## src/mrfd_pkg.sv

```systemverilog
package mrfd_pkg;

    localparam logic [7:0] HEADER_BYTE  = 8'h3E;
    // frame byte positions: 0 header, 1..4 skipped, data from 5
    localparam logic [3:0] DATA_START   = 4'd5;
    localparam logic [3:0] STATUS_END   = 4'd12;  // checksum position, status reply
    localparam logic [3:0] POSITION_END = 4'd13;  // checksum position, position reply

    typedef struct packed {
        logic [7:0] rx_byte;
        logic       expect_position;
    } mrfd_in_t;

    typedef struct packed {
        logic               reply_kind;
        logic               header_ok;
        logic               checksum_ok;
        logic signed [7:0]  temperature;
        logic signed [15:0] motor_current;
        logic signed [15:0] motor_speed;
        logic [15:0]        encoder_count;
        logic signed [63:0] raw_angle;
    } mrfd_out_t;

endpackage

```

## src/motor_reply_frame_decoder.sv

```systemverilog
// Channel  | Ports                        | Moves
// ---------+------------------------------+-------------------------------------
// input    | s_valid, s_ready, s_data     | one received serial byte per request
// result   | m_valid, m_ready, m_data     | one decoded reply per complete frame
//
// One byte is taken per cycle while s_ready is high; it waits in the input
// register and is folded into the frame state when the processing stage moves,
// and a reply is loaded into the result register when its checksum byte moves.
// aresetn is synchronous, active low, and clears all control state.
// A stalled result register holds back the processing stage; an empty input
// register can still take one more byte while a finished reply waits, then
// s_ready drops until the reply is taken.
module motor_reply_frame_decoder (
    input  logic              aclk,
    input  logic              aresetn,
    input  logic              s_valid,
    output logic              s_ready,
    input  mrfd_pkg::mrfd_in_t  s_data,
    output logic              m_valid,
    input  logic              m_ready,
    output mrfd_pkg::mrfd_out_t m_data
);
    import mrfd_pkg::*;

    // input register
    logic       in_vld_reg, in_vld_next;
    mrfd_in_t   in_reg;

    // frame state
    logic        in_frame_reg, in_frame_next;
    logic [3:0]  byte_pos_reg, byte_pos_next;
    logic        kind_reg, kind_next;
    logic        hdr_ok_reg, hdr_ok_next;
    logic [7:0]  sum_reg, sum_next;
    logic [63:0] shift_reg, shift_next;

    // result register
    logic        out_vld_reg, out_vld_next;
    mrfd_out_t   out_reg, out_next;

    logic        advance;
    logic        emit;
    logic [3:0]  end_pos;
    logic [2:0]  lane;

    // the processing stage moves whenever it holds a byte and the result register has room
    assign advance = in_vld_reg && (!out_vld_reg || m_ready);
    assign s_ready = !in_vld_reg || advance;

    always_comb begin
        if (s_valid && s_ready) begin
            in_vld_next = 1'b1;
        end else if (advance) begin
            in_vld_next = 1'b0;
        end else begin
            in_vld_next = in_vld_reg;
        end
    end

    // data positions 5..12 map to lanes 0..7, so the low three bits suffice
    assign end_pos   = kind_reg ? POSITION_END : STATUS_END;
    assign lane      = byte_pos_reg[2:0] - DATA_START[2:0];
    assign emit      = advance && in_frame_reg && (byte_pos_reg == end_pos);

    // frame state update
    always_comb begin
        in_frame_next = in_frame_reg;
        byte_pos_next = byte_pos_reg;
        kind_next     = kind_reg;
        hdr_ok_next   = hdr_ok_reg;
        sum_next      = sum_reg;
        shift_next    = shift_reg;
        if (advance) begin
            if (!in_frame_reg) begin
                // idle: zero bytes are line filler
                if (in_reg.rx_byte != 8'd0) begin
                    in_frame_next = 1'b1;
                    byte_pos_next = 4'd1;
                    kind_next     = in_reg.expect_position;
                    hdr_ok_next   = (in_reg.rx_byte == HEADER_BYTE);
                    sum_next      = 8'd0;
                end
            end else if (byte_pos_reg < DATA_START) begin
                byte_pos_next = byte_pos_reg + 4'd1;
            end else if (byte_pos_reg < end_pos) begin
                sum_next                 = sum_reg + in_reg.rx_byte;
                shift_next[lane*8 +: 8]  = in_reg.rx_byte;
                byte_pos_next            = byte_pos_reg + 4'd1;
            end else begin
                // checksum byte closes the frame
                in_frame_next = 1'b0;
                byte_pos_next = 4'd0;
                kind_next     = 1'b0;
                hdr_ok_next   = 1'b0;
                sum_next      = 8'd0;
            end
        end
    end

    // result assembly, unused fields forced to zero
    always_comb begin
        out_next             = '0;
        out_next.reply_kind  = kind_reg;
        out_next.header_ok   = hdr_ok_reg;
        out_next.checksum_ok = (sum_reg == in_reg.rx_byte);
        if (kind_reg) begin
            out_next.raw_angle = shift_reg;
        end else begin
            out_next.temperature   = shift_reg[7:0];
            out_next.motor_current = shift_reg[23:8];
            out_next.motor_speed   = shift_reg[39:24];
            out_next.encoder_count = shift_reg[55:40];
        end
    end

    always_comb begin
        if (emit) begin
            out_vld_next = 1'b1;
        end else if (m_ready) begin
            out_vld_next = 1'b0;
        end else begin
            out_vld_next = out_vld_reg;
        end
    end

    always_ff @(posedge aclk) begin
        if (!aresetn) begin
            in_vld_reg   <= 1'b0;
            in_frame_reg <= 1'b0;
            byte_pos_reg <= 4'd0;
            kind_reg     <= 1'b0;
            hdr_ok_reg   <= 1'b0;
            sum_reg      <= 8'd0;
            out_vld_reg  <= 1'b0;
        end else begin
            in_vld_reg   <= in_vld_next;
            in_frame_reg <= in_frame_next;
            byte_pos_reg <= byte_pos_next;
            kind_reg     <= kind_next;
            hdr_ok_reg   <= hdr_ok_next;
            sum_reg      <= sum_next;
            out_vld_reg  <= out_vld_next;
        end
    end

    always_ff @(posedge aclk) begin
        if (s_valid && s_ready) begin
            in_reg <= s_data;
        end
        shift_reg <= shift_next;
        if (emit) begin
            out_reg <= out_next;
        end
    end

    assign m_valid = out_vld_reg;
    assign m_data  = out_reg;

`ifndef SYNTHESIS
    a_idle_clear: assert property (@(posedge aclk) disable iff (!aresetn)
        !in_frame_reg |-> (byte_pos_reg == 4'd0) && (sum_reg == 8'd0))
        else $error("idle with stale frame state");

    a_pos_range: assert property (@(posedge aclk) disable iff (!aresetn)
        in_frame_reg |-> (byte_pos_reg != 4'd0) && (byte_pos_reg <= POSITION_END))
        else $error("byte position out of range");

    a_reply_source: assert property (@(posedge aclk) disable iff (!aresetn)
        $rose(out_vld_reg) |-> $past(emit))
        else $error("reply without checksum byte");

    a_header_flag: assert property (@(posedge aclk) disable iff (!aresetn)
        (advance && !in_frame_reg && (in_reg.rx_byte != 8'd0))
        |=> in_frame_reg && (hdr_ok_reg == ($past(in_reg.rx_byte) == HEADER_BYTE)))
        else $error("header flag not latched on frame start");

    a_no_overwrite: assert property (@(posedge aclk) disable iff (!aresetn)
        (out_vld_reg && !m_ready) |-> !emit)
        else $error("pending reply overwritten");
`endif

endmodule

```

## config.mk

```make
export PLATFORM = sky130hd
export DESIGN_NAME = motor_reply_frame_decoder
export DESIGN_NICKNAME = d
export VERILOG_FILES = /design/src/mrfd_pkg.sv /design/src/motor_reply_frame_decoder.sv
export SDC_FILE = /design/constraint.sdc
export NUM_CORES = 1
export LEC_CHECK = 0
export BUFFER_PORTS_ARGS = -buffer_cell sky130_fd_sc_hd__buf_2
export CORE_UTILIZATION = 51
export DETAILED_ROUTE_END_ITERATION = 10
export PLACE_DENSITY = 0.76
export SLEW_MARGIN = 20
export SYNTH_ARGS = -nofsm -noshare
export SYNTH_HDL_FRONTEND = slang
export SYNTH_SLANG_ARGS = --single-unit
```

## constraint.sdc

```tcl
create_clock -name aclk -period 17 [get_ports aclk]
set_input_delay 3.4 -clock aclk [delete_from_list [all_inputs] [get_ports aclk]]
set_output_delay 3.4 -clock aclk [all_outputs]
set_load 0.01 [all_outputs]
```

==> impl_metrics.yaml, run 1 <==
yosys:
  synth_edf_count: 196
  async_flop_share_pct: 0
  yosys.area.top_type_share_pct: 70.29
  synth_commonest_cells: "edfxtp_1, and2_1, nor2b_1, clkbuf_1, dfxtp_1"
  syn_inst: 557
  synth_area_leaders: "edfxtp_1, and2_1, nor2b_1"
  synth-seq-cells: 213
  syn_area_per_cell_um2: 15.03
  yosys_warnings: 0
  syn_area_um2: 8373
  ys_seq_area_share_pct: 74.36
  synth-main-ff-cell: "edfxtp_1"
  synthMostInstantiatedCell: "edfxtp_1"
  synth_nets: 585
  synthDistinctLibCells: 37
  yosysTopAreaCell: "edfxtp_1"
final_layout:
  drive_above_1_share_pct: 24.31
  instances_no_fill: 936
  diodes: 0
  fillCellCount: 1158
  largest_reg_flops: 123
  area_growth_pct: 18.96
  fin_util_pct: 62.48
  nNetsFinal: 732
power:
  power_switching_uw: 208.2
  comb_power_share_pct: 2.2
  ir_drop_uv: 80.95
  clkPwrFrac_pct: 41.3
  p_leak_uw: 0.003949
  power.density_nw_per_um2: 103.1
  switching_share_pct: 20.27
  power.internal_uw: 819.2
  power_uw: 1027
  pwr-share-seq_pct: 56.5
grt:
  grt_max_degree: 124
  antenna_found_initial: 0
  grt-ovfl-total: 0
  grt_pass1_wl_um: 22920
  grt.total_usage_pct: 17.62
  grt_pass1_vias: 4588
sta:
  fin_ws_ns: 9.671
  tightest_slew_ns: 1.038
  clock_skew_ns: 0.02490
  min_period_over_period_pct: 43.11
  slew_viol_final: 0
  rsz0062_at_grt: "no"
  fmax_mhz: 136.4
  finalCriticalPeriod_ns: 7.329
  hold_viol: 0
  setup-tns-final_ns: 0
  relSlewSlack_pct: 30.78
  finalSetupViolCount: 0
route:
  vias: 4750
  postRouteAntennaNets: 0
  wire_per_inst_um: 15.96
  vias_per_cell: 5.075
  drc_errors: 0
  drt-pass1-iter-count: 5
  drt-initial-drc-count: 296
  drt-total-wl_um: 14940
place:
  portBuffers: 137
  dp.cells: 895
  hpwlAfterDp_um: 9771
  pre_cts_ws_ns: 9.675
  place_congestion: 0.8386
cts:
  ctsHtreeMaxLevel: 1
  cts_resized: 0
  clk_pin_slew_worst_paths_ns: 0.06
  cts_tree: "yes"
  ctsHoldBuffers: 0
  clock-root-buffer: "clkbuf_16"
  worstSkewPairLatency_ns: 0.51
  clk_path_buf_depth: 3
  postCtsSetupBuffers: 0
  clock-sinks: 213
  numCtsBuffers: 22
worst_setup_path:
  crit_chain: "buf_2 -> nor2b_1 -> nand2_1 -> buf_2"
  critPathTopFamily: "simple AND/OR/NAND/NOR gates"
  crit_slowest_cell: "nor2b_1"
  cp_max_fo: 3
  cp_data_arrival_time_ns: 3.93
  cp_slowest_stage_delay_ns: 0.18
  critPathLaunchType: "primary input"
  worst-setup-path-type: "primary input to output port"
  critPathCaptureType: "output port"
  crit_top_cell: "buf_2"
  cp.buffers_inverters: 2
  required_ns: 13.60
floorplan:
  core_area_um2: 15940
  num_io_pins: 138
  dieArea_um2: 16930
  row_count: 46
  dieWidth_um: 130.1
  initial_core_util_pct: 52.52
  die_h_um: 130.1
worst_hold_path:
  min_path_type: "flip-flop to flip-flop"
run:
  cap_violations: 0
status:
  status: "completed"
-- worst reg2reg max path: stages, from the launching register on --
cell	delay, ns
dfxtp_1	0.51
inv_1	0.23
ha_1	0.27
xor2_1	0.17
ha_1	0.46
nand2_1	0.11
nor3_1	0.51
and2_1	0.44
-- final timing paths --
kind / startpoint / end / slack, ns / depth (start not counted)
max: m_ready / s_ready / 9.67 / 4
min: hdr_ok_reg / m_data[121] / 0.43 / 0
max reg2reg: byte_pos_reg[0] / shift_reg[39] / 13.94 / 7
min reg2reg: hdr_ok_reg / m_data[121] / 0.43 / 0
-- metal layers --
layer  vias up  track usage (%)  share of wire (%)
met5         -                0                  0
met4         0            7.387                2.7
met3        30            2.952                6.0
met2       162            30.38                 51
met1      2281            22.07                 41
li1       2277                -                  -
-- cell usage in the layout (no fill, tap or decap), types with 2 or more instances in the layout --
| master | n |
|---|---|
| nor3b_1 | 2 |
| o21ai_0 | 10 |
| edfxtp_1 | 196 |
| nand2_1 | 10 |
| nand3_1 | 4 |
| and2_1 | 135 |
| nor3_1 | 6 |
| and3_1 | 6 |
| buf_4 | 3 |
| or4_1 | 2 |
| clkinv_2 | 4 |
| nor2_1 | 14 |
| nor2b_1 | 58 |
| xor2_1 | 3 |
| xnor2_1 | 4 |
| nor4_1 | 4 |
| a21o_1 | 2 |
| clkbuf_16 | 22 |
| a21oi_1 | 14 |
| clkinv_1 | 5 |
| nand4_1 | 3 |
| clkbuf_1 | 7 |
| buf_2 | 137 |
| inv_1 | 9 |
| nand2b_1 | 4 |
| ha_1 | 14 |
| a22oi_1 | 6 |
| dfxtp_1 | 16 |
| mux2i_1 | 2 |
-- stage by stage --
step                      instance area [um^2]  hold slack, ns
after floorplan                           8373          0.4019
after global placement                    9294          0.4234
after detailed placement                  9294          0.4184
after CTS                                 9933          0.4294
after global routing                      9961          0.4504
final                                     9961          0.4283
-- power by group through the flow --
stage               Combinational (uW)  Clock, uW  Sequential (uW)
finish                            22.9        424              581
global route                      25.9        454              581
CTS                               22.9        432              581
detailed placement                22.6          0              592
global placement                  21.7          0              591
floorplan                         20.1          0              584
-- area by class of cell --
cell class,count,area (um^2),share of cell area (%)
clock inverter,11,62.56,0.6281
timing repair buffer,141,735.7,7.386
clock buffer,29,576.8,5.791
sequential,213,6230,62.54
tap,216,270.3,2.713
multi-input combinational,317,2052,20.60
inverter,9,33.78,0.3392
-- kinds of logic (layout without fill, tap and decap cells) --
kind of cell / after synthesis / count (layout) / synth area share, %
AOI/OAI and AO/OA: 38 / 38 / 2.735
xor gates and xnor gates: 7 / 7 / 0.7322
adders and majority gates: 15 / 15 / 2.331
buffers and inverters: 27 / 190 / 1.210
DFF: 213 / 213 / 74.36
muxes: 2 / 2 / 0.2391
and+or+nand+nor: 255 / 255 / 18.40
(Power assumes the default switching activity.)
==> run 2: changes to the inputs <==
--- a/config.mk
+++ b/config.mk
@@ -5,6 +5,7 @@
 export SDC_FILE = /design/constraint.sdc
 export NUM_CORES = 1
 export LEC_CHECK = 0
+export ABC_AREA = 1
 export BUFFER_PORTS_ARGS = -buffer_cell sky130_fd_sc_hd__buf_2
 export CORE_UTILIZATION = 51
 export DETAILED_ROUTE_END_ITERATION = 10
==> constraint.sdc (replaced) <==
create_clock -name aclk -period 6.45 [get_ports aclk]
set_input_delay 1.29 -clock aclk [delete_from_list [all_inputs] [get_ports aclk]]
set_output_delay 1.29 -clock aclk [all_outputs]
set_load 0.01 [all_outputs]
==> impl_metrics.yaml, run 2 <==
status:
  status: "completed"
worst_setup_path:
  crit_slowest_cell: "clkinv_1"
  cp.depth: 9
  critPathLaunchType: "flip-flop"
  worst-setup-path-type: "flip-flop to flip-flop"
  critPathCaptureType: "flip-flop"
  cp.buffers_inverters: 3
  cp_max_fo: 27
  required_ns: 6.57
  cp_slowest_stage_delay_ns: 0.85
  crit_chain: "inv_1 -> ha_1 -> xnor2_1 -> inv_1 -> ha_1 -> clkinv_1 -> nor2_1 -> nand3_2 -> nor2_1"
  rr_worst_depth: 9
  cp_data_arrival_time_ns: 4.56
  critPathTopFamily: "simple AND/OR/NAND/NOR gates"
worst_hold_path:
  hold_depth: 0
  min_path_type: "flip-flop to flip-flop"
final_layout:
  multi_input_area_um2: 1660
  final_common_cell: "edfxtp_1"
  largest_reg_flops: 123
  drive_above_1_share_pct: 20.82
  seqCellArea_um2: 6230
  area_growth_pct: 19.38
  diodes: 0
  fillCellCount: 1256
  mostFrequentLayoutCells: "edfxtp_1, inv_1, nand2_1, buf_2, nor2_1"
  nNetsFinal: 916
sta:
  rsz0062_at_grt: "no"
  fin_ws_ns: 2.011
  slew_viol_final: 0
  setup-tns-final_ns: 0
  finalSetupViolCount: 0
  relSlewSlack_pct: 48.80
  hold_viol: 0
  fmax_mhz: 225.3
  min_period_over_period_pct: 68.82
  tightest_slew_ns: 0.7633
  finalCriticalPeriod_ns: 4.439
  clock_skew_ns: 0.01046
cts:
  cts_tree: "yes"
  ctsHoldBuffers: 0
  clk_pin_slew_worst_paths_ns: 0.06
  clk_path_buf_depth: 3
  postCtsSetupBuffers: 0
  worstSkewPairLatency_ns: 0.49
  ctsHtreeMaxLevel: 1
  clock-sinks: 213
  cts_resized: 0
  numCtsBuffers: 21
  clock-root-buffer: "clkbuf_16"
floorplan:
  core_area_um2: 16520
  die_h_um: 131.6
  initial_core_util_pct: 51.87
  row_count: 47
  dieWidth_um: 131.6
  dieArea_um2: 17330
  num_io_pins: 138
place:
  pre_cts_ws_ns: 2.141
  portBuffers: 137
  place_congestion: 0.8368
  hpwlAfterDp_um: 10620
yosys:
  syn_inst: 748
  yosys.area.top_type_share_pct: 68.66
  syn_area_um2: 8572
  synth-seq-cells: 213
  ys_seq_area_share_pct: 72.63
  synthMostInstantiatedCell: "edfxtp_1"
  yosysTopAreaCell: "edfxtp_1"
  async_flop_share_pct: 0
  synth-main-ff-cell: "edfxtp_1"
  synth_commonest_cells: "edfxtp_1, inv_1, nand2_1, nor2_1, nor3_1"
  synthDistinctLibCells: 30
  synth_area_leaders: "edfxtp_1, inv_1, nand2_1"
  synth_edf_count: 196
  syn_area_per_cell_um2: 11.46
  synth_nets: 776
  yosys_warnings: 0
route:
  postRouteAntennaNets: 0
  vias_per_cell: 4.664
  drt-initial-drc-count: 472
  drt-pass1-iter-count: 5
  wire_per_inst_um: 14.15
  drc_errors: 0
  drt-total-wl_um: 15890
  vias: 5238
grt:
  grt_pass1_wl_um: 24450
  antenna_found_initial: 0
  grt_pass1_vias: 4774
  grt.total_usage_pct: 18.29
  grt_max_degree: 88
  grt-ovfl-total: 0
run:
  cap_violations: 0
power:
  power.density_nw_per_um2: 282.6
  ir_drop_uv: 172.4
  p_leak_uw: 0.004484
==> run 2: changes by cell type in the layout (fill, tap and decap cells not counted), moves of 6 or more <==
cell	change
nor2_1	+104
nand2_1	+127
nor2b_1	-58
inv_1	+146
nand3_1	+8
a21oi_1	+7
o21ai_0	-8
nor3_1	+17
and2_1	-135
a22oi_1	-6
==> run 2: final timing paths <==
kind | start | end | slack (ns)
hold / removal | hdr_ok_reg | m_data[121] | 0.43
hold reg to reg | hdr_ok_reg | m_data[121] | 0.43
setup reg to reg | byte_pos_reg[0] | shift_reg[34] | 2.01
setup / recovery | byte_pos_reg[0] | shift_reg[34] | 2.01
==> run 2: cells by family after synthesis <==
group                    count (synthesis)  share of synthesized area (%)
XOR/XNOR                                 7                         0.7152
adder cells (fa/ha/maj)                 15                          2.277
flip-flops                             213                          72.63
AND/OR/NAND/NOR                        307                          14.64
buffers and inverters                  181                          8.086
AO/OA/AOI/OAI                           25                          1.649
==> run 2: final cells by class <==
| class | instances | area share, % |
|---|---|---|
| repair buffers | 140 | 7.238 |
| clock buffers | 25 | 5.477 |
| well taps | 220 | 2.690 |
| clock inverters | 13 | 1.699 |
| flip-flops and latches | 213 | 60.88 |
| multi-input cells | 354 | 16.22 |
| inverters | 158 | 5.795 |
==> run 2: metrics by stage <==
step	cells	power, uW	hold slack [ns]	utilization [%]	area [um^2]
4_1_cts	1122	2915	0.4291	61.76	10210
3_3_place_gp	1084	1639	0.4118	57.32	9472
6_report	1123	2892	0.4307	61.93	10230
5_1_grt	1123	2971	0.4365	61.93	10230
3_5_place_dp	1084	1641	0.4250	57.32	9472
2_1_floorplan	748	1613	0.4082	-	8574
==> run 2: where the power goes <==
group / total [uW] / internal, uW / switching [uW] / leakage, uW
clock: 1280 / 783 / 495 / 0.000354
sequential: 1520 / 1500 / 16.5 / 0.00194
combinational: 95.1 / 25.4 / 69.7 / 0.00219
==> run 2: worst reg2reg max path: stages (launching register included) <==
cell and delay [ns]:
dfxtp_1 0.47, inv_1 0.20, ha_1 0.27, xnor2_1 0.23, inv_1 0.08, ha_1 0.79, clkinv_1 0.86, nor2_1 0.40
nand3_2 0.22, nor2_1 0.57
==> run 2: metal layers <==
layer / GRT usage (%) / vias up / part of all wire, %
met5: 0 / - / 0
met4: 6.202 / 0 / 2.1
met3: 2.932 / 29 / 5.1
met2: 30.42 / 164 / 49
met1: 24.53 / 2386 / 43
li1: - / 2659 / -
